<file path="src/hdl/gfw_pkg.sv">
// shared constants, types and the glyph font for the glyph framebuffer writer
// no dependencies

package gfw_pkg;

    localparam int SCREEN_WIDTH  = 128;
    localparam int SCREEN_HEIGHT = 128;
    localparam int PAGE_COUNT    = (SCREEN_HEIGHT + 7) / 8;
    localparam int STORE_BYTES   = SCREEN_WIDTH * PAGE_COUNT;
    localparam int ADDR_W        = $clog2(STORE_BYTES);
    localparam int FULL_PAGES    = SCREEN_HEIGHT / 8;
    localparam int PART_ROWS     = SCREEN_HEIGHT % 8;
    localparam logic [7:0] PART_MASK = 8'((1 << PART_ROWS) - 1);

    localparam int LETTER_COUNT = 26;
    localparam int GLYPH_COUNT  = 37;
    localparam int GLYPH_COLS   = 5;
    localparam int GLYPH_ROWS   = 8;
    localparam int SPACE_GLYPH  = 36;
    localparam int SLOT_W       = $clog2(GLYPH_COUNT);
    localparam int COL_W        = $clog2(GLYPH_COLS);
    localparam int ROM_DEPTH    = GLYPH_COUNT * GLYPH_COLS;
    localparam int ROM_W        = $clog2(ROM_DEPTH);

    localparam int QUEUE_DEPTH = 2;
    localparam int QPTR_W      = $clog2(QUEUE_DEPTH);
    localparam int QCNT_W      = $clog2(QUEUE_DEPTH + 1);

    // command codes on the input
    localparam logic [1:0] CMD_PIXEL = 2'd0;
    localparam logic [1:0] CMD_CHAR  = 2'd1;
    localparam logic [1:0] CMD_READ  = 2'd2;

    // decoded operation kinds
    localparam logic [1:0] OP_PIXEL = 2'd0;
    localparam logic [1:0] OP_GLYPH = 2'd1;
    localparam logic [1:0] OP_READ  = 2'd2;
    localparam logic [1:0] OP_NONE  = 2'd3;

    typedef struct packed {
        logic [1:0]        kind;
        logic [8:0]        x_pos;
        logic [8:0]        y_pos;
        logic              pixel_on;
        logic [SLOT_W-1:0] slot;
        logic              found;
        logic              rd_ok;
        logic [10:0]       read_index;
    } t_op;

    localparam logic [7:0] GLYPH_ROM [ROM_DEPTH] = '{
        8'h7F, 8'h09, 8'h09, 8'h09, 8'h7F,  8'h7F, 8'h49, 8'h49, 8'h49, 8'h36,
        8'h3E, 8'h41, 8'h41, 8'h41, 8'h22,  8'h7F, 8'h41, 8'h41, 8'h41, 8'h3E,
        8'h7F, 8'h49, 8'h49, 8'h49, 8'h41,  8'h7F, 8'h09, 8'h09, 8'h09, 8'h01,
        8'h3E, 8'h41, 8'h49, 8'h49, 8'h3A,  8'h7F, 8'h08, 8'h08, 8'h08, 8'h7F,
        8'h00, 8'h41, 8'h7F, 8'h41, 8'h00,  8'h30, 8'h40, 8'h40, 8'h40, 8'h3F,
        8'h7F, 8'h08, 8'h14, 8'h22, 8'h41,  8'h7F, 8'h40, 8'h40, 8'h40, 8'h40,
        8'h7F, 8'h02, 8'h0C, 8'h02, 8'h7F,  8'h7F, 8'h02, 8'h04, 8'h08, 8'h7F,
        8'h3E, 8'h41, 8'h41, 8'h41, 8'h3E,  8'h7F, 8'h09, 8'h09, 8'h09, 8'h06,
        8'h3E, 8'h41, 8'h51, 8'h21, 8'h5E,  8'h7F, 8'h09, 8'h19, 8'h29, 8'h46,
        8'h26, 8'h49, 8'h49, 8'h49, 8'h32,  8'h01, 8'h01, 8'h7F, 8'h01, 8'h01,
        8'h3F, 8'h40, 8'h40, 8'h40, 8'h3F,  8'h07, 8'h18, 8'h60, 8'h18, 8'h07,
        8'h7F, 8'h20, 8'h18, 8'h20, 8'h7F,  8'h41, 8'h22, 8'h1C, 8'h22, 8'h41,
        8'h07, 8'h08, 8'h70, 8'h08, 8'h07,  8'h41, 8'h61, 8'h51, 8'h49, 8'h47,
        8'h3E, 8'h51, 8'h49, 8'h45, 8'h3E,  8'h00, 8'h42, 8'h7F, 8'h40, 8'h00,
        8'h42, 8'h61, 8'h51, 8'h49, 8'h46,  8'h21, 8'h41, 8'h45, 8'h4B, 8'h31,
        8'h18, 8'h14, 8'h12, 8'h7F, 8'h10,  8'h27, 8'h45, 8'h45, 8'h45, 8'h39,
        8'h3C, 8'h4A, 8'h49, 8'h49, 8'h30,  8'h01, 8'h71, 8'h09, 8'h05, 8'h03,
        8'h36, 8'h49, 8'h49, 8'h49, 8'h36,  8'h06, 8'h49, 8'h49, 8'h29, 8'h1E,
        8'h00, 8'h00, 8'h00, 8'h00, 8'h00
    };

    // rows of a page that lie on screen, one bit per row
    function automatic logic [7:0] page_rows(int page);
        logic [7:0] rows;
        if (page < 0) begin
            rows = 8'h00;
        end else if (page < FULL_PAGES) begin
            rows = 8'hFF;
        end else if (page == FULL_PAGES) begin
            rows = PART_MASK;
        end else begin
            rows = 8'h00;
        end
        return rows;
    endfunction

endpackage

</file>
<file path="src/hdl/gfw_front.sv">
// front end: takes input items, decodes the command and the glyph slot
// depends on gfw_pkg

module gfw_front
    import gfw_pkg::*;
(
    input  logic        i_valid,
    output logic        o_stall,
    input  logic [1:0]  i_cmd,
    input  logic [8:0]  i_x_pos,
    input  logic [8:0]  i_y_pos,
    input  logic        i_pixel_on,
    input  logic [7:0]  i_char_code,
    input  logic [10:0] i_read_index,
    input  logic        i_queue_full,
    input  logic        i_clearing,
    output logic        o_push,
    output t_op         o_op
);

    logic              glyph_hit;
    logic [SLOT_W-1:0] slot;

    always_comb begin
        glyph_hit = 1'b1;
        slot      = '0;
        if (i_char_code >= 8'd65 && i_char_code <= 8'd90) begin
            slot = SLOT_W'(i_char_code - 8'd65);
        end else if (i_char_code >= 8'd97 && i_char_code <= 8'd122) begin
            slot = SLOT_W'(i_char_code - 8'd97);
        end else if (i_char_code >= 8'd48 && i_char_code <= 8'd57) begin
            slot = SLOT_W'(int'(i_char_code - 8'd48) + LETTER_COUNT);
        end else if (i_char_code == 8'd32) begin
            slot = SLOT_W'(SPACE_GLYPH);
        end else begin
            glyph_hit = 1'b0;
        end
    end

    always_comb begin
        o_op.x_pos      = i_x_pos;
        o_op.y_pos      = i_y_pos;
        o_op.pixel_on   = i_pixel_on;
        o_op.slot       = slot;
        o_op.found      = 1'b0;
        o_op.rd_ok      = (int'(i_read_index) < STORE_BYTES);
        o_op.read_index = i_read_index;
        unique case (i_cmd)
            CMD_PIXEL: o_op.kind = OP_PIXEL;
            CMD_CHAR: begin
                o_op.kind  = glyph_hit ? OP_GLYPH : OP_NONE;
                o_op.found = glyph_hit;
            end
            CMD_READ:  o_op.kind = OP_READ;
            default:   o_op.kind = OP_NONE;
        endcase
    end

    assign o_stall = i_queue_full | i_clearing;
    assign o_push  = i_valid & ~o_stall;

endmodule

</file>
<file path="config.mk">
export PLATFORM = sky130hd
export DESIGN_NAME = gfw_front
export DESIGN_NICKNAME = d
export VERILOG_FILES = /design/src/hdl/gfw_pkg.sv /design/src/hdl/gfw_front.sv
export SDC_FILE = /design/constraint.sdc
export NUM_CORES = 1
export LEC_CHECK = 0
export ABC_AREA = 1
export BUFFER_PORTS_ARGS = -buffer_cell sky130_fd_sc_hd__clkbuf_2
export CAP_MARGIN = 20
export CORE_MARGIN = 2
export CORE_UTILIZATION = 30
export DETAILED_ROUTE_END_ITERATION = 6
export PLACE_DENSITY = 0.76
export REMOVE_ABC_BUFFERS = 1
export SLEW_MARGIN = 40
export SYNTH_ARGS = -nofsm -noshare
export SYNTH_HDL_FRONTEND = slang
export SYNTH_SLANG_ARGS = --single-unit
</file>
<file path="constraint.sdc">
create_clock -name vclk -period 2.75
set_input_delay 0.275 -clock vclk [all_inputs]
set_output_delay 0.275 -clock vclk [all_outputs]
set_load 0.03 [all_outputs]
</file>
* After elaboration in Yosys (flattened, before gate mapping)
Cells that the tools add are included. W data, S select, Z words.
Word-level totals: bits in registers 0, input bits 43, output and inout port bits 42, word-level logic and storage cells 31
Operators by class: $add $sub $neg 4, order comparisons 6, eq/ne operators 3, muxes and demuxes 11, bitwise logic cells 3, reductions and logical operators 4
Operators with widths (number):
- $mux W6 | 4
- $ge A8 B7 Y1 const B | 2
- $le A8 B7 Y1 const B | 2
- $sub A6 B6 Y6 const B | 2
- $eq A8 B6 Y1 const B | 1
- $ge A8 B6 Y1 const B | 1
- $le A8 B6 Y1 const B | 1
- $add A6 B6 Y6 const B | 1
- $pmux W2 S3 | 1
- $sub A6 B1 Y6 const B | 1
- $mux W1 | 5
- $logic_and A1 B1 Y1 | 3
- $eq A2 B1 Y1 const B | 1
- $eq A2 B2 Y1 const B | 1
- $logic_not A2 Y1 | 1
- $mux W2 | 1
- $and A1 B1 Y1 | 1
- $not A1 Y1 | 1
- $or A1 B1 Y1 | 1

* Logic depth before layout (Yosys ltp)
Gate-level depths: netlist (run 1).
depth after elaboration 7, depth in mapped cells 10, depth with buffers taken out 10

* Worst setup path before layout (run 1)
No wires, ideal clock.
kind input port to output port, start point input i_char_code[1], end point output o_op[17] in the netlist's numbering, arrival 1555 ps, data required time 2475 ps, slack 920 ps, stages on the path 6, buffers on the path 0, cell sequence inv_1 > ha_1 > nand2_1 > nand3_2 > nand2_2 > o21ai_0
RTL lines:
- start: declaration | line gfw_front.sv:13 | input logic [7:0] i_char_code,
- end: declaration | line gfw_front.sv:18 | output t_op o_op

==> results of run 1 <==
-- area by class of cell --
cell class | count | area (um2) | area share, %
tap | 30 | 37.5 | 5.63
timing repair buffer | 24 | 120 | 18.0
multi-input combinational | 78 | 460 | 69.0
inverter | 13 | 48.8 | 7.32
-- power by group through the flow --
stage	combinational (mW)	clock [mW]	sequential, mW
2_1_floorplan	0.0605	0	0
3_3_place_gp	0.0958	0	0
3_5_place_dp	0.0960	0	0
4_1_cts	0.0963	0	0
5_1_grt	0.108	0	0
6_report	0.0955	0	0
-- cells in the final DEF (no fill, tap or decap), types with 2 or more instances in the layout --
master	count
nand3_1	7
clkbuf_2	24
xor2_1	2
a21o_1	2
nand2_2	4
o21ai_0	6
inv_1	12
nand3_2	2
nand4_1	4
a21oi_1	2
ha_1	7
nor2_1	11
nand2_1	24
-- worst max-delay path, cell delays in order --
cell	delay (ns)
clkbuf_2	0.13
inv_1	0.11
ha_1	0.22
nor2_1	0.09
nand3_1	0.11
nand3_1	0.20
nand2_4	0.10
nor2_1	0.15
nor2_1	0.06
clkbuf_2	0.18
-- path summary, 6_finish.rpt --
path  slack [ns]            from        to  cells after the start
max         0.84  i_char_code[1]  o_op[12]                     10
min         0.55      i_pixel_on  o_op[19]                      0
-- logic make-up after synthesis --
family	after synthesis	share of synthesized area, %
buffers and inverters	47	39.5
other	1	0.493
and+or+nand+nor	56	36.3
adders and majority gates	7	11.5
xor gates and xnor gates	2	2.30
AOI/OAI and AO/OA	12	9.87
-- stage by stage --
| step | area (um2) | worst slack [ns] | instances |
|---|---|---|---|
| after floorplan | 509 | 0.920 | 91 |
| after global placement | 667 | 0.816 | 145 |
| after detailed placement | 667 | 0.841 | 145 |
| after CTS | 667 | 0.834 | 145 |
| after global routing | 667 | 0.643 | 145 |
| final | 667 | 0.840 | 145 |
-- routing by layer --
layer	vias up	track usage, %	share of wire (%)
li1	343	-	-
met1	298	19.4	39
met2	53	17.9	35
met3	2	18.0	25
met4	0	2.08	1.2
met5	-	0	0
==> tab_implementation.tex, run 1 <==
\begin{tabular}{lr}
\hline
Metric & Value \\
\hline
\multicolumn{2}{l}{\textbf{Outcome}} \\
Status & complete, no violations \\
\multicolumn{2}{l}{\textbf{Logic synthesis}} \\
Fraction of the yosys area taken by sequential cells & 0\% \\
Most area-consuming cells after synthesis & buf\_4 (33\%), nand2\_1 (12\%), ha\_1 (12\%), inv\_1 (5.9\%), nor2\_1 (5.4\%) \\
Number of unique standard cell types used by synthesis & 22 \\
Post-synthesis instance total & roughly 130 \\
Mapped cell area & roughly 760 um2 \\
Mean area per synthesized cell & between 6 and 7 um2 \\
Cell accounting for the most synthesized area & buf\_4 \\
Top post-synthesis cells by count & buf\_4 (33), nand2\_1 (24), inv\_1 (12) \\
Area fraction of the dominant cell type after synthesis & between 30\% and 40\% \\
Warnings, synthesis & 0 \\
Dominant cell by count in the synthesized netlist & buf\_4 \\
\multicolumn{2}{l}{\textbf{Global route}} \\
Global-route total usage across every layer & between 15 and 20\% \\
Total congestion overflow after global routing & 0 \\
Antenna violations before repair & 0 \\
Maximum number of pins on one net before global-route repair & 11 \\
Via count of the first global-routing pass & 580 \\
Global-route wire length before repair & between 3 and 4 mm \\
\multicolumn{2}{l}{\textbf{Power and ir drop}} \\
Peak supply drop & $\sim$0.00004 V \\
Power share of the clock group & 0\% \\
Total internal power & about 31 uW \\
Net Switching & between 60 and 70 uW \\
Final Power & 95.5 uW \\
Leakage dissipation & around 0.38 nW \\
Fraction of power consumed by sequential logic & 0\% \\
Net switching fraction of the power & 67.9\% \\
Cell Pwr Density & approximately 140 nW/um2 \\
Share of total power in combinational logic & 100.0\% \\
\multicolumn{2}{l}{\textbf{Floorplan}} \\
Total I/O pin count & 85 \\
Starting utilization of the core area & a little under a third \\
Core Rows & 18 \\
Overall die height & between 50 and 60 um \\
Core area & 2430 um2 \\
Die Wd & about 54 um \\
Die Outline Area & about 3000 um2 \\
\multicolumn{2}{l}{\textbf{Timing}} \\
Post-route clock period utilization & 69.4\% \\
Final-report hold violation count & 0 \\
Worst-case hold slack & 0.550 ns \\
Number of max-slew violations in the final report & 0 \\
Summed negative setup slack over all endpoints & 0 ns \\
Minimum clock period & roughly 1.9 ns \\
RSZ-0062 raised after global routing & no \\
Peak Freq & $\sim$0.52 GHz \\
Final setup viols & 0 \\
\multicolumn{2}{l}{\textbf{Detailed routing}} \\
Average vias per placed instance & between 4 and 5 \\
Total number of vias & 696 \\
Number of nets still failing antenna checks after routing & 0 \\
Final routed DRC violation total & 0 \\
Detailed-routing iteration count for the pre-antenna-repair pass & 4 \\
Total wire length after detailed routing & roughly 2.4 mm \\
Routed wirelength normalized by instance count & $\sim$16 um \\
Initial DRC count & 19 \\
\multicolumn{2}{l}{\textbf{Clock tree}} \\
Count of hold-fix buffers inserted at cts & 0 \\
CTS resizes & 0 \\
Setup Buffers After CTS & 0 \\
\multicolumn{2}{l}{\textbf{Finish}} \\
Area growth, synth to finish & -12.3\% \\
Fin util & between 20 and 30\% \\
Share of post-route cells with drive strength above 1 & around a third \\
Fill cell count & approximately 280 \\
CLK BUF & 0 \\
NumNets Final & between 150 and 200 \\
Sequential cell area in the final layout & 0 um2 \\
Diode count & 0 \\
Number of sequential storage elements & 0 \\
\multicolumn{2}{l}{\textbf{Setup path}} \\
Category of the critical setup timing path & input pin to output pin \\
Required time of the worst setup path & 2.48 ns \\
Critical path data arrival time & $\sim$1.6 ns \\
Critical Path Start Type & input pin \\
Critical-path maximum fanout & 6 \\
Worst setup EP type & output pin \\
\multicolumn{2}{l}{\textbf{Placement}} \\
Number of port buffers & 24 \\
Weighted congestion at the end of routability-driven global placement & about 0.89 \\
Sum of net half-perimeters after detailed placement & roughly 2.1 mm \\
\multicolumn{2}{l}{\textbf{Flow run}} \\
Number of max-capacitance violations reported & 0 \\
\multicolumn{2}{l}{\textbf{Min path}} \\
Type of the tightest min-delay check & input pin to output pin \\
\hline
\end{tabular}
Note: power is estimated with default switching activity, not from simulation.
==> run 2, diff against run 1 <==
PLACE_DENSITY = 0.79   (was 0.76)
clock period = 1.65 ns   (was 2.75 ns; I/O delays follow)
==> run 2 against run 1 <==
Net effect: design area is 5.6% higher; critical path depth rose by 1; global-route usage down 0.84 points; combinational power increased by 78%; critical path type unchanged.
==> tab_implementation.tex, run 2 (same netlist as run 1, synthesis figures left out) <==
\begin{tabular}{lr}
\hline
Metric & Value \\
\hline
\multicolumn{2}{l}{\textbf{Outcome}} \\
Status & complete, no violations (unchanged) \\
\multicolumn{2}{l}{\textbf{Floorplan}} \\
Core Rows & 18 (unchanged) \\
Overall die height & 54.4 um (unchanged) \\
Die Outline Area & 2950 um2 (unchanged) \\
Die Wd & 54.4 um (unchanged) \\
Starting utilization of the core area & 31.3\% (unchanged) \\
Total I/O pin count & 85 (unchanged) \\
Core area & 2430 um2 (unchanged) \\
\multicolumn{2}{l}{\textbf{Power and ir drop}} \\
Net Switching & 111 uW (was 64.8 uW) \\
Peak supply drop & 0.0000766 V (was 0.0000407 V) \\
Net switching fraction of the power & 65.4\% (was 67.9\%) \\
Total internal power & 58.9 uW (was 30.7 uW) \\
Fraction of power consumed by sequential logic & 0\% (about the same) \\
Power share of the clock group & 0\% (about the same) \\
Share of total power in combinational logic & 100.0\% (about the same) \\
Leakage dissipation & 0.393 nW (was 0.382 nW) \\
Cell Pwr Density & 242 nW/um2 (was 143 nW/um2) \\
\multicolumn{2}{l}{\textbf{Finish}} \\
Share of post-route cells with drive strength above 1 & 38.1\% (was 32.2\%) \\
Area growth, synth to finish & -7.40\% (was -12.3\%) \\
Leading cell type in the layout, fill and taps excluded & nand2\_1 \\
Sequential cell area in the final layout & 0 um2 (unchanged) \\
Fill cell count & 288 (was 283) \\
NumNets Final & 170 (was 167) \\
Fin util & 29.0\% (was 27.4\%) \\
Count of placed standard cells in the final layout, fillers left out & 148 (was 145) \\
Diode count & 0 (unchanged) \\
Number of sequential storage elements & 0 (unchanged) \\
CLK BUF & 0 (unchanged) \\
Most frequent cells in the layout & nand2\_1 (24), clkbuf\_2 (22), nor2\_1 (11) (was nand2\_1 (24), clkbuf\_2 (24), inv\_1 (12)) \\
\multicolumn{2}{l}{\textbf{Clock tree}} \\
Count of hold-fix buffers inserted at cts & 0 (unchanged) \\
Setup Buffers After CTS & 0 (unchanged) \\
CTS resizes & 0 (unchanged) \\
\multicolumn{2}{l}{\textbf{Setup path}} \\
Critical path buffer and inverter count & 4 (was 3) \\
Critical path data arrival time & 1.40 ns (was 1.63 ns) \\
Cell count along the critical path & 11 (was 10) \\
Cell with the largest stage delay on the worst path & ha\_2 (was ha\_1) \\
Delay-heaviest family, CP & buffers and inverters (was simple AND/OR/NAND/NOR gates) \\
Critical path's largest stage delay & 0.22 ns (about the same) \\
Critical path, cell by cell & clkbuf\_2 -> inv\_2 -> ha\_2 -> nand3\_1 -> nand2\_1 -> inv\_2 -> nand2\_2 -> nand2\_4 -> nand2\_1 -> o21ai\_0 -> buf\_4 (was clkbuf\_2 -> inv\_1 -> ha\_1 -> nor2\_1 -> nand3\_1 -> nand3\_1 -> nand2\_4 -> nor2\_1 -> nor2\_1 -> clkbuf\_2) \\
Required time of the worst setup path & 1.48 ns (was 2.48 ns) \\
Critical Path Start Type & input pin (unchanged) \\
Category of the critical setup timing path & input pin to output pin (unchanged) \\
Critical-path maximum fanout & 6 (unchanged) \\
Worst setup EP type & output pin (unchanged) \\
\multicolumn{2}{l}{\textbf{Min path}} \\
Hold EP & o\_op[33] (was o\_op[19]) \\
Type of the tightest min-delay check & input pin to output pin (unchanged) \\
Critical hold path startpoint & i\_x\_pos[4] (was i\_pixel\_on) \\
Worst hold stages & 0 (unchanged) \\
\multicolumn{2}{l}{\textbf{Detailed routing}} \\
Average vias per placed instance & 4.84 (was 4.80) \\
Total number of vias & 717 (was 696) \\
Final routed DRC violation total & 0 (unchanged) \\
Initial DRC count & 9 (was 19) \\
Routed wirelength normalized by instance count & 15.4 um (was 16.3 um) \\
Total wire length after detailed routing & 2.28 mm (was 2.36 mm) \\
Number of nets still failing antenna checks after routing & 0 (unchanged) \\
Detailed-routing iteration count for the pre-antenna-repair pass & 4 (unchanged) \\
\multicolumn{2}{l}{\textbf{Global route}} \\
Maximum number of pins on one net before global-route repair & 11 (unchanged) \\
Total congestion overflow after global routing & 0 (unchanged) \\
Via count of the first global-routing pass & 607 (was 580) \\
Global-route wire length before repair & 3.08 mm (was 3.17 mm) \\
Global-route total usage across every layer & 15.0\% (was 15.8\%) \\
Antenna violations before repair & 0 (unchanged) \\
\multicolumn{2}{l}{\textbf{Timing}} \\
Peak Freq & between 0.6 and 0.7 GHz \\
Summed negative setup slack over all endpoints & 0 ns (unchanged) \\
Post-route clock period utilization & between 90\% and 100\% \\
Final setup viols & 0 (unchanged) \\
Final-report hold violation count & 0 (unchanged) \\
Number of max-slew violations in the final report & 0 (unchanged) \\
Final critical-path setup slack & 0.0857 ns (was 0.840 ns) \\
Minimum clock period & 1.56 ns \\
\multicolumn{2}{l}{\textbf{Placement}} \\
Minimum setup slack after placement & 0.0170 ns (was 0.841 ns) \\
Cell count after placement & 148 (was 145) \\
Number of port buffers & 24 (unchanged) \\
Sum of net half-perimeters after detailed placement & 2.01 mm (was 2.11 mm) \\
Weighted congestion at the end of routability-driven global placement & 0.940 (was 0.894) \\
\multicolumn{2}{l}{\textbf{Flow run}} \\
Number of max-capacitance violations reported & 0 (unchanged) \\
\hline
\end{tabular}
[run 2: cell types whose count changed in the layout (fill, tap and decap cells not counted), sizes merged]
| cell | delta |
|---|---|
| buf | +5 |
| clkbuf | -2 |
[run 2: metal layers]
layer,share of wire [%],vias up,global-route usage (%)
li1,-,349,-
met1,40,325,19.3
met3,23,0,15.6
met2,37,43,17.3
met4,0,0,0
met5,0,-,6.25
[run 2: per-stage QoR]
| step | total power [mW] | hold slack (ns) | cell area, um2 |
|---|---|---|---|
| after global routing | 0.188 | 0.330 | 704 |
| final | 0.170 | 0.330 | 704 |
| after floorplan | 0.101 | 0.330 | 509 |
| after CTS | 0.166 | 0.330 | 689 |
| after global placement | 0.165 | 0.330 | 689 |
| after detailed placement | 0.166 | 0.330 | 689 |
[run 2: final cells by class]
class / count / area [um2] / share of cell area, %
multi-input combinational: 78 / 470 / 66.8
tap: 30 / 37.5 / 5.33
inverter: 13 / 48.8 / 6.93
timing repair buffer: 27 / 148 / 21.0
[run 2: worst max-delay path by stage]
stage / startpoint / endpoint / slack, ns
after floorplan: i_char_code[1] / o_op[17] / 0.04
final: i_char_code[0] / o_op[14] / 0.09
after detailed placement: i_char_code[0] / o_op[14] / 0.02
after global routing: i_char_code[0] / o_op[14] / -0.009
after global placement: i_char_code[0] / o_op[14] / 0.001
after CTS: i_char_code[1] / o_op[14] / 0.01
[run 2: power by group through the flow]
stage	Clock, mW	Sequential (mW)	Combinational (mW)
floorplan	0	0	0.101
global placement	0	0	0.165
detailed placement	0	0	0.166
CTS	0	0	0.166
global route	0	0	0.188
finish	0	0	0.170
