--- src/hdl/gfw_pkg.sv ---
// shared constants, types and the glyph font for the glyph framebuffer writer
// no dependencies

package gfw_pkg;

    localparam int SCREEN_WIDTH  = 128;
    localparam int SCREEN_HEIGHT = 128;
    localparam int PAGE_COUNT    = (SCREEN_HEIGHT + 7) / 8;
    localparam int STORE_BYTES   = SCREEN_WIDTH * PAGE_COUNT;
    localparam int ADDR_W        = $clog2(STORE_BYTES);
    localparam int FULL_PAGES    = SCREEN_HEIGHT / 8;
    localparam int PART_ROWS     = SCREEN_HEIGHT % 8;
    localparam logic [7:0] PART_MASK = 8'((1 << PART_ROWS) - 1);

    localparam int LETTER_COUNT = 26;
    localparam int GLYPH_COUNT  = 37;
    localparam int GLYPH_COLS   = 5;
    localparam int GLYPH_ROWS   = 8;
    localparam int SPACE_GLYPH  = 36;
    localparam int SLOT_W       = $clog2(GLYPH_COUNT);
    localparam int COL_W        = $clog2(GLYPH_COLS);
    localparam int ROM_DEPTH    = GLYPH_COUNT * GLYPH_COLS;
    localparam int ROM_W        = $clog2(ROM_DEPTH);

    localparam int QUEUE_DEPTH = 2;
    localparam int QPTR_W      = $clog2(QUEUE_DEPTH);
    localparam int QCNT_W      = $clog2(QUEUE_DEPTH + 1);

    // command codes on the input
    localparam logic [1:0] CMD_PIXEL = 2'd0;
    localparam logic [1:0] CMD_CHAR  = 2'd1;
    localparam logic [1:0] CMD_READ  = 2'd2;

    // decoded operation kinds
    localparam logic [1:0] OP_PIXEL = 2'd0;
    localparam logic [1:0] OP_GLYPH = 2'd1;
    localparam logic [1:0] OP_READ  = 2'd2;
    localparam logic [1:0] OP_NONE  = 2'd3;

    typedef struct packed {
        logic [1:0]        kind;
        logic [8:0]        x_pos;
        logic [8:0]        y_pos;
        logic              pixel_on;
        logic [SLOT_W-1:0] slot;
        logic              found;
        logic              rd_ok;
        logic [10:0]       read_index;
    } t_op;

    localparam logic [7:0] GLYPH_ROM [ROM_DEPTH] = '{
        8'h7F, 8'h09, 8'h09, 8'h09, 8'h7F,  8'h7F, 8'h49, 8'h49, 8'h49, 8'h36,
        8'h3E, 8'h41, 8'h41, 8'h41, 8'h22,  8'h7F, 8'h41, 8'h41, 8'h41, 8'h3E,
        8'h7F, 8'h49, 8'h49, 8'h49, 8'h41,  8'h7F, 8'h09, 8'h09, 8'h09, 8'h01,
        8'h3E, 8'h41, 8'h49, 8'h49, 8'h3A,  8'h7F, 8'h08, 8'h08, 8'h08, 8'h7F,
        8'h00, 8'h41, 8'h7F, 8'h41, 8'h00,  8'h30, 8'h40, 8'h40, 8'h40, 8'h3F,
        8'h7F, 8'h08, 8'h14, 8'h22, 8'h41,  8'h7F, 8'h40, 8'h40, 8'h40, 8'h40,
        8'h7F, 8'h02, 8'h0C, 8'h02, 8'h7F,  8'h7F, 8'h02, 8'h04, 8'h08, 8'h7F,
        8'h3E, 8'h41, 8'h41, 8'h41, 8'h3E,  8'h7F, 8'h09, 8'h09, 8'h09, 8'h06,
        8'h3E, 8'h41, 8'h51, 8'h21, 8'h5E,  8'h7F, 8'h09, 8'h19, 8'h29, 8'h46,
        8'h26, 8'h49, 8'h49, 8'h49, 8'h32,  8'h01, 8'h01, 8'h7F, 8'h01, 8'h01,
        8'h3F, 8'h40, 8'h40, 8'h40, 8'h3F,  8'h07, 8'h18, 8'h60, 8'h18, 8'h07,
        8'h7F, 8'h20, 8'h18, 8'h20, 8'h7F,  8'h41, 8'h22, 8'h1C, 8'h22, 8'h41,
        8'h07, 8'h08, 8'h70, 8'h08, 8'h07,  8'h41, 8'h61, 8'h51, 8'h49, 8'h47,
        8'h3E, 8'h51, 8'h49, 8'h45, 8'h3E,  8'h00, 8'h42, 8'h7F, 8'h40, 8'h00,
        8'h42, 8'h61, 8'h51, 8'h49, 8'h46,  8'h21, 8'h41, 8'h45, 8'h4B, 8'h31,
        8'h18, 8'h14, 8'h12, 8'h7F, 8'h10,  8'h27, 8'h45, 8'h45, 8'h45, 8'h39,
        8'h3C, 8'h4A, 8'h49, 8'h49, 8'h30,  8'h01, 8'h71, 8'h09, 8'h05, 8'h03,
        8'h36, 8'h49, 8'h49, 8'h49, 8'h36,  8'h06, 8'h49, 8'h49, 8'h29, 8'h1E,
        8'h00, 8'h00, 8'h00, 8'h00, 8'h00
    };

    // rows of a page that lie on screen, one bit per row
    function automatic logic [7:0] page_rows(int page);
        logic [7:0] rows;
        if (page < 0) begin
            rows = 8'h00;
        end else if (page < FULL_PAGES) begin
            rows = 8'hFF;
        end else if (page == FULL_PAGES) begin
            rows = PART_MASK;
        end else begin
            rows = 8'h00;
        end
        return rows;
    endfunction

endpackage

--- src/hdl/gfw_queue.sv ---
// short queue of decoded operations between front and back end
// depends on gfw_pkg

module gfw_queue
    import gfw_pkg::*;
(
    input  logic i_clk,
    input  logic i_rst_n,
    input  logic i_push,
    input  t_op  i_op,
    output logic o_full,
    input  logic i_pop,
    output logic o_valid,
    output t_op  o_op
);

    t_op               r_slot [QUEUE_DEPTH];
    logic [QPTR_W-1:0] r_wr_ptr, n_wr_ptr;
    logic [QPTR_W-1:0] r_rd_ptr, n_rd_ptr;
    logic [QCNT_W-1:0] r_count, n_count;

    assign o_full  = (r_count == QCNT_W'(QUEUE_DEPTH));
    assign o_valid = (r_count != '0);
    assign o_op    = r_slot[r_rd_ptr];

    always_comb begin
        n_wr_ptr = r_wr_ptr;
        n_rd_ptr = r_rd_ptr;
        n_count  = r_count;
        if (i_push) begin
            n_wr_ptr = (r_wr_ptr == QPTR_W'(QUEUE_DEPTH - 1)) ? '0 : r_wr_ptr + 1'b1;
        end
        if (i_pop) begin
            n_rd_ptr = (r_rd_ptr == QPTR_W'(QUEUE_DEPTH - 1)) ? '0 : r_rd_ptr + 1'b1;
        end
        if (i_push && !i_pop) begin
            n_count = r_count + 1'b1;
        end else if (i_pop && !i_push) begin
            n_count = r_count - 1'b1;
        end
    end

    always_ff @(posedge i_clk) begin
        if (!i_rst_n) begin
            r_wr_ptr <= '0;
            r_rd_ptr <= '0;
            r_count  <= '0;
        end else begin
            r_wr_ptr <= n_wr_ptr;
            r_rd_ptr <= n_rd_ptr;
            r_count  <= n_count;
        end
    end

    always_ff @(posedge i_clk) begin
        if (i_push) begin
            r_slot[r_wr_ptr] <= i_op;
        end
    end

endmodule

--- config.mk ---
export PLATFORM = sky130hd
export DESIGN_NAME = gfw_queue
export DESIGN_NICKNAME = d
export VERILOG_FILES = /design/src/hdl/gfw_pkg.sv /design/src/hdl/gfw_queue.sv
export SDC_FILE = /design/constraint.sdc
export NUM_CORES = 1
export LEC_CHECK = 0
export BUFFER_PORTS_ARGS = -buffer_cell sky130_fd_sc_hd__buf_2
export CAP_MARGIN = 40
export CORE_UTILIZATION = 30
export CTS_CLUSTER_DIAMETER = 150
export DETAILED_ROUTE_END_ITERATION = 8
export GPL_TIMING_DRIVEN = 0
export PLACE_DENSITY = 0.55
export SKIP_LAST_GASP = 1
export SYNTH_ARGS = -nofsm -noshare
export SYNTH_HDL_FRONTEND = slang
export SYNTH_SLANG_ARGS = --single-unit
--- constraint.sdc ---
create_clock -name i_clk -period 3.6 [get_ports i_clk]
set_input_delay 0.9 -clock i_clk [delete_from_list [all_inputs] [get_ports i_clk]]
set_output_delay 0.9 -clock i_clk [all_outputs]
set_load 0.03 [all_outputs]
# Word level (Yosys, flattened, before mapping)
# Memories as Yosys holds them, arrays and structs flattened. A register that Yosys moved wholly into a read port is not among the register bits.
# Cells that the tools add are included.
[word_totals]
ff_bits = 4
latch_bits = 0
ram_bits = 80
mem_bits_ro = 0
input_bits = 44
output_inout_bits = 42
wordCells = 23
mem_count = 1
[mem_list]
columns = ["memory", "depth", "width", "rd", "rd_clocked_by_memory_dff", "write_ports", "line", "rtl"]
rows = [
  ["r_slot", 2, 40, 1, 1, 1, "gfw_queue.sv:17", "t_op r_slot [QUEUE_DEPTH];"],
]
[classes]
n_addsub = 4
n_mul = 0
div = 0
n_lt_le_gt_ge = 0
n_eq_ne = 1
shift = 0
n_mux = 8
bitwise = 0
reduce_logical = 6
[ops]
columns = ["op", "count"]
rows = [
  ["2-to-1 mux 1 bit", 6],
  ["2-to-1 mux 2 bit", 2],
  ["nonzero test 2 bit", 2],
  ["adder 1 bit, second input constant", 2],
  ["adder 2 x 1 -> 2 bit, second input constant", 1],
  ["equality test 2 bit, second input constant", 1],
  ["logical AND 1 bit", 2],
  ["logical NOT 1 bit", 2],
  ["subtractor 2 x 1 -> 2 bit, second input constant", 1],
]

# Depth between registers and ports, before layout
# Gate-level depths: netlist of run 1.
[depth]
word_depth = 4
depth_mapped = 5

# Worst setup path before layout of run 1
# OpenSTA, ideal clock, no wires.
[synth_timing]
path_type = "input-to-reg"
startpoint = "input port i_push"
endpoint = "memory r_slot[0][0] in the netlist's numbering, enable pin"
setup_ns = 0.443
t_arrival_ns = 2.720
t_required_ns = 3.157
path_slack_ns = 0.436
stages = 1
path_cell_list = "nor2b_1"
[synth_between]
elab_chain_len = 2
[synth_rtl]
columns = ["item", "line", "rtl"]
rows = [
  ["start: declaration", "gfw_queue.sv:9", "input logic i_push,"],
  ["2-to-1 mux 1 bit", "gfw_queue.sv:56", "if (i_push) begin"],
  ["2-to-1 mux 1 bit (implied by the code)", "gfw_queue.sv:57", "r_slot[r_wr_ptr] <= i_op;"],
  ["end: declaration", "gfw_queue.sv:17", ""],
]
# Every way passes these cells.

==> impl_metrics.csv, run 1 <==
group,metric,value,unit
placed_design,routabilityCongestion,0.636,
drt,drc,0,
worst_setup_path,rrSetupSlack,2180,ps
global_route,track_usage,10.9,%
timing,tightestPinTransition,565,ps
global_route,grt_pass1_wl,8560,um
worst_setup_path,slowest_stage,"dfxtp_1",
placed_design,dpl.hpwl,3510,um
placed_design,place_ws,1420,ps
clock_network,cts_max_path_buffers,2,
worst_setup_path,cp_max_fo,10,
worst_setup_path,crit_arrival,1610,ps
worst_setup_path,slowest_delay,400,ps
clock_network,htreeDepth,3,
worst_setup_path,reg2regPathDepth,2,
yosys,synth_seq_cells,85,
drt,routed_wirelength,5330,um
clock_network,clock_latency,350,ps
drt,wl_per_cell,14.0,um
timing,fmax,399,MHz
timing,slew_violations,0,
min_path,hold_path.startpoint,"r_count[1]",
yosys,synth_area,3090,um2
global_route,grt.overflow.total,0,
finish,layout-drive-gt1-share,59.8,%
worst_setup_path,critPathRequiredTime,2700,ps
worst_setup_path,worstReg2RegEnd,"r_slot[1][18]",
run_status,status,"completed",
finish,diodes,0,
floorplanning,fp.dieW,104,um
clock_network,ctsResizeCount,0,
timing,final-setup-viol-count,0,
global_route,antenna_found_initial,0,
timing,finalHoldViolCount,0,
yosys,yosysUniqueCellTypes,16,
clock_network,cts-root-buf,"clkbuf_8",
timing,final.period_utilization,69.6,%
clock_network,cts_sinks,85,
floorplanning,row_count,36,
drt,dr.pass1.iters,3,
worst_setup_path,crit_chain,"buf_2, mux2_2, buf_2",
worst_setup_path,r2r-start,"r_wr_ptr",
run,maxCapViolations,0,
timing,setup-tns-final,0,ps
yosys,avgSynthCellArea,21.2,um2
worst_setup_path,path_buf_inv,2,
worst_setup_path,crit_type,"reg -> out",
worst_setup_path,critPathLaunchType,"flip-flop",
clock_network,post_cts_buffers,0,
timing,slew_headroom,62.3,%
min_path,hp-class,"reg -> reg",
timing,clock_skew,4.88,ps
timing,layout_min_cycle_time,2510,ps
worst_setup_path,crit_path_end,"o_op[10]",
timing,worst_slack,1090,ps
timing,rsz0062_at_grt,"no",
power,power.leakage,1.47,nW
yosys,syn-instance-count,146,
worst_setup_path,crit_path_frequent_cell,"buf_2",
yosys,synthesis.nets,191,
clock_network,numCtsBuffers,9,
worst_setup_path,cp-end-kind,"output pin",
timing,fin_hold_ws,517,ps
power,ir_drop,0.172,mV
floorplanning,fp.dieH,104,um
floorplanning,core_area,9860,um2
worst_setup_path,cp.depth,3,
placed_design,placement.io_buffers,85,
finish,final_nets,289,
drt,route.vias.total,1621,
floorplanning,die-area,10700,um2
yosys,synth_warnings,0,
global_route,grt_pass1_vias,1694,
worst_setup_path,path_delay_family,"buffers and inverters",
clock_network,clk_pin_slew,80,ps
clock_network,hold_buffers,0,
clock_network,tritoncts,"done",
floorplanning,io_pins,86,
global_route,grt_max_degree,26,
power,powerDensity,537,nW/um2
finish,syn2layout_area_growth,26.8,%
yosys,yosysSeqAreaShare,80.9,%
floorplanning,start_util,31.4,%
drt,via_per_inst,4.24,
drt,drtAntennaViolNets,0,
drt,drt_iter0_drc,69,
-- area by class of cell --
type / instances / area (um2)
fillers: 901 / 5940
flip-flops and latches: 85 / 2500
multi-input cells: 56 / 577
repair buffers: 87 / 465
well taps: 133 / 166
clock buffers: 9 / 124
clock inverters: 7 / 66.3
plain buffers: 4 / 20.0
inverters: 1 / 3.75
-- worst min-delay path by stage --
| stage | cells after the start | end | slack [ps] |
|---|---|---|---|
| detailed placement | 2 | r_count[1] | 510 |
| floorplan | 2 | r_count[1] | 460 |
| CTS | 2 | r_count[1] | 520 |
| global route | 2 | r_count[1] | 560 |
| finish | 2 | r_count[1] | 520 |
| global placement | 2 | r_count[1] | 480 |
-- cell families after synthesis --
logic type / share of synthesized area (%)
adders and majority gates: 0.404
muxes: 14.6
buffers and inverters: 0.768
and+or+nand+nor: 1.90
DFF: 80.9
AOI/OAI and AO/OA: 0.647
xor gates and xnor gates: 0.849
-- per-stage QoR --
stage                     instance area, um2  utilization (%)  power, mW  instances
after global placement                  3690             37.4       1.48        364
after global routing                    3930             39.8       2.19        382
after floorplan                         3090                -       1.38        146
final                                   3930             39.8       2.11        382
after detailed placement                3730             37.9       1.49        366
after CTS                               3930             39.8       2.14        382
-- synthesized netlist by cell type --
cell type | number | share of area, %
inv_1 | 1 | 0.12
mux2_2 | 40 | 15
ha_1 | 1 | 0.40
o21ai_0 | 1 | 0.16
buf_2 | 4 | 0.65
edfxtp_1 | 80 | 78
nor2b_1 | 2 | 0.40
o21a_1 | 1 | 0.24
and2b_2 | 1 | 0.28
dfxtp_1 | 5 | 3.2
xnor2_1 | 1 | 0.28
a21boi_1 | 1 | 0.24
xor2_1 | 2 | 0.57
and2_1 | 4 | 0.81
or2_2 | 1 | 0.20
or3_1 | 1 | 0.20
-- state kept, by name (all words and copies together) (netlist names), named ones only --
signal	flops
r_slot	80
r_count	2
r_rd_ptr	1
r_wr_ptr	1
-- worst min-delay path: cells and delay by family, from the launching register on --
kind	cells	cell delay, ps
flip-flops	1	330
AO/OA/AOI/OAI	2	140
-- cells in the final DEF, fill, tap and decap left out --
| master | instances |
|---|---|
| or2_2 | 1 |
| buf_12 | 2 |
| clkinv_2 | 1 |
| clkbuf_8 | 9 |
| dfxtp_1 | 5 |
| or3_1 | 1 |
| xor2_1 | 2 |
| and2_2 | 1 |
| nor2b_4 | 1 |
| edfxtp_1 | 80 |
| xnor2_1 | 1 |
| clkinv_1 | 2 |
| buf_2 | 89 |
| o21ai_0 | 1 |
| clkinv_4 | 1 |
| nor2b_1 | 1 |
| a21boi_1 | 1 |
| inv_1 | 1 |
| o21a_1 | 1 |
| clkinvlp_4 | 2 |
| bufinv_16 | 1 |
| mux2_2 | 40 |
| ha_1 | 1 |
| and2b_2 | 1 |
| and2_1 | 3 |
-- power by group --
part | switching [mW] | total, mW | leakage, nW | internal, mW
Clock | 0.330 | 0.646 | 0.0903 | 0.316
Sequential | 0.0144 | 1.15 | 0.792 | 1.14
Combinational | 0.192 | 0.309 | 0.588 | 0.117
Total | 0.537 | 2.11 | 1.47 | 1.57
-- routing by layer --
metal  share of wire (%)  wire length (um)  global-route usage, %  vias up
met2                  49              2590                   17.4       53
met1                  44              2340                   12.7      797
li1                    -                 -                      -      761
met5                   0                 0                      0        -
met4                 2.6               138                   7.14        0
met3                 4.9               263                   3.21       10
No activity file was read; power rests on OpenSTA's default activity.
==> inputs of run 2 (changes only) <==
--- a/config.mk
+++ b/config.mk
@@ -5,13 +5,14 @@
 export SDC_FILE = /design/constraint.sdc
 export NUM_CORES = 1
 export LEC_CHECK = 0
+export ABC_AREA = 1
 export BUFFER_PORTS_ARGS = -buffer_cell sky130_fd_sc_hd__buf_2
 export CAP_MARGIN = 40
 export CORE_UTILIZATION = 30
 export CTS_CLUSTER_DIAMETER = 150
 export DETAILED_ROUTE_END_ITERATION = 8
 export GPL_TIMING_DRIVEN = 0
-export PLACE_DENSITY = 0.55
+export PLACE_DENSITY = 0.56
 export SKIP_LAST_GASP = 1
 export SYNTH_ARGS = -nofsm -noshare
 export SYNTH_HDL_FRONTEND = slang
==> constraint.sdc (replaced) <==
create_clock -name i_clk -period 2.1 [get_ports i_clk]
set_input_delay 0.525 -clock i_clk [delete_from_list [all_inputs] [get_ports i_clk]]
set_output_delay 0.525 -clock i_clk [all_outputs]
set_load 0.03 [all_outputs]
==> impl_metrics.csv, run 2 <==
group,metric,value,unit
worst_setup_path,crit_chain,"buf_6, mux2_2, buf_2",
clock_network,htreeDepth,3,
finish,multi_input_area,556,um2
worst_setup_path,critPathLaunchType,"flip-flop",
worst_setup_path,slowest_delay,400,ps
worst_setup_path,cp-end-kind,"output pin",
yosys,syn-instance-count,159,
clock_network,clk_pin_slew,80,ps
run,maxCapViolations,0,
clock_network,post_cts_buffers,0,
finish,final_cell_mix,"85 x buf_2, 80 x edfxtp_1, 40 x mux2_2",
yosys,synth_seq_cells,85,
clock_network,clock_latency,340,ps
finish,layout_commonest_cell,"buf_2",
finish,regMostFlops,"r_slot",
drt,drtAntennaViolNets,0,
finish,seqCellArea,2500,um2
power,power.leakage,1.49,nW
drt,route.vias.total,1644,
worst_setup_path,cp_max_fo,10,
drt,drc,0,
finish,layout-drive-gt1-share,55.8,%
yosys,synthTopCellsByCount,"80 x edfxtp_1, 40 x mux2_2, 9 x nand2_1",
global_route,grt_max_degree,26,
finish,final_cells,393,
floorplanning,io_pins,86,
power,ir_drop,0.372,mV
placed_design,dp_cells,379,
global_route,track_usage,10.7,%
power,powerDensity,865,nW/um2
finish,final_core_utilization,39.3,%
yosys,synth_warnings,0,
timing,rsz0062_at_grt,"no",
floorplanning,row_count,36,
yosys,synthTopCellsByArea,"edfxtp_1 77%, mux2_2 14%, dfxtp_1 3.2%",
floorplanning,core_area,9950,um2
global_route,grt_pass1_wl,8700,um
power,seqPwrFrac,58.5,%
timing,fmax,510,MHz
finish,diodes,0,
global_route,antenna_found_initial,0,
timing,clock_skew,6.09,ps
drt,routed_wirelength,5440,um
global_route,grt.overflow.total,0,
yosys,synth.top_cell.area_share,76.9,%
power,total_power,3.38,mW
yosys,synth_area,3130,um2
clock_network,tritoncts,"done",
yosys,yosysSeqAreaShare,80.1,%
floorplanning,start_util,31.4,%
floorplanning,fp.dieH,104,um
drt,dr.pass1.iters,4,
drt,wl_per_cell,13.8,um
finish,syn2layout_area_growth,25.1,%
yosys,yosys_most_used_dff,"edfxtp_1",
clock_network,cts_max_path_buffers,2,
timing,layout_min_cycle_time,1960,ps
yosys,synth-edff-count,80,
timing,tightestPinTransition,612,ps
worst_setup_path,critPathRequiredTime,1570,ps
placed_design,dpl.hpwl,3550,um
finish,largest_reg_flops,80,
power,swShare,25.0,%
timing,slew_violations,0,
power,combPwrFrac,14.1,%
yosys,yosysUniqueCellTypes,12,
finish,final_area,3910,um2
timing,final.period_utilization,93.4,%
clock_network,cts_sinks,85,
floorplanning,die-area,10800,um2
clock_network,numCtsBuffers,9,
clock_network,ctsResizeCount,1,
yosys,synthesis.nets,204,
global_route,grt_pass1_vias,1739,
timing,final-setup-viol-count,0,
power,p_clk_share,27.4,%
placed_design,placement.io_buffers,85,
run_status,status,"completed",
min_path,hp-class,"in -> reg",
yosys,avgSynthCellArea,19.7,um2
worst_setup_path,crit_arrival,1440,ps
floorplanning,fp.dieW,104,um
drt,drt_iter0_drc,42,
timing,slew_headroom,59.1,%
finish,fill_cells,926,
placed_design,routabilityCongestion,0.700,
yosys,synth.most_common_cell,"edfxtp_1",
worst_setup_path,slowest_stage,"dfxtp_2",
power,internal_power,2.54,mW
power,p_sw,847,uW
yosys,synth-async-reset-ratio,0,%
clock_network,hold_buffers,0,
finish,largestRegisters,"r_slot x80, r_count x2",
timing,fin_hold_ws,369,ps
timing,finalHoldViolCount,0,
drt,via_per_inst,4.18,
placed_design,placed_area,3760,um2
yosys,synth_area_leader_cell,"edfxtp_1",
clock_network,cts-root-buf,"clkbuf_8",
worst_setup_path,crit_type,"reg -> out",
finish,final_nets,302,
==> run 2: power groups by stage <==
| stage | Combinational, mW | Sequential, mW | Clock [mW] |
|---|---|---|---|
| 2_1_floorplan | 0.322 | 2.01 | 0 |
| 3_3_place_gp | 0.469 | 2.02 | 0 |
| 3_5_place_dp | 0.487 | 2.02 | 0 |
| 4_1_cts | 0.489 | 1.98 | 0.969 |
| 5_1_grt | 0.518 | 1.99 | 1.03 |
| 6_report | 0.476 | 1.98 | 0.928 |
==> run 2: cells by family (layout without fill, tap and decap cells) <==
| logic type | count (synthesis) | in the layout | synth area share [%] |
|---|---|---|---|
| flip-flops | 85 | 85 | 80.1 |
| buffers and inverters | 12 | 113 | 2.40 |
| multiplexers | 40 | 40 | 14.4 |
| AO/OA/AOI/OAI | 2 | 2 | 0.320 |
| adder cells (fa/ha/maj) | 1 | 1 | 0.400 |
| AND/OR/NAND/NOR | 19 | 19 | 2.40 |
==> run 2: worst paths after layout <==
| path | cells after the start | startpoint | slack [ps] | to |
|---|---|---|---|---|
| hold reg to reg | 2 | r_rd_ptr | 500 | flip-flop |
| setup reg to reg | 2 | r_wr_ptr | 660 | r_slot[0][25] |
| setup / recovery | 3 | flip-flop | 140 | o_op[29] |
| hold / removal | 1 | i_op[6] | 370 | r_slot[1][6] |
==> run 2: routing by layer <==
metal	part of all wire [%]	wire length [um]	up-vias	GRT usage, %
met5	0	0	-	0
met4	2.0	109	0	6.43
met3	4.9	266	8	2.94
met2	50	2720	53	18.2
met1	43	2340	789	12.0
li1	-	-	794	-
==> run 2: final cells by class <==
class                           count  share of cell area (%)
Timing Repair Buffer               87                    11.9
Clock buffer                       10                    3.26
Buffer                              4                    1.15
Sequential cell                    85                    64.0
Inverter                            8                   0.768
Clock inverter                      4                   0.448
Tap cell                          133                    4.25
Multi-Input combinational cell     62                    14.2
==> run 2: through the flow <==
step	setup slack (ps)	TNS (ps)
6_report	138	0
5_1_grt	56.2	0
4_1_cts	84.1	0
3_5_place_dp	264	0
3_3_place_gp	-777	-46510
2_1_floorplan	99.7	0
==> run 2: worst max-delay path: cells and delay by family, from the launching register on <==
kind | cells | cell delay [ps]
buffers and inverters | 2 | 350
DFF | 1 | 400
muxes | 1 | 340
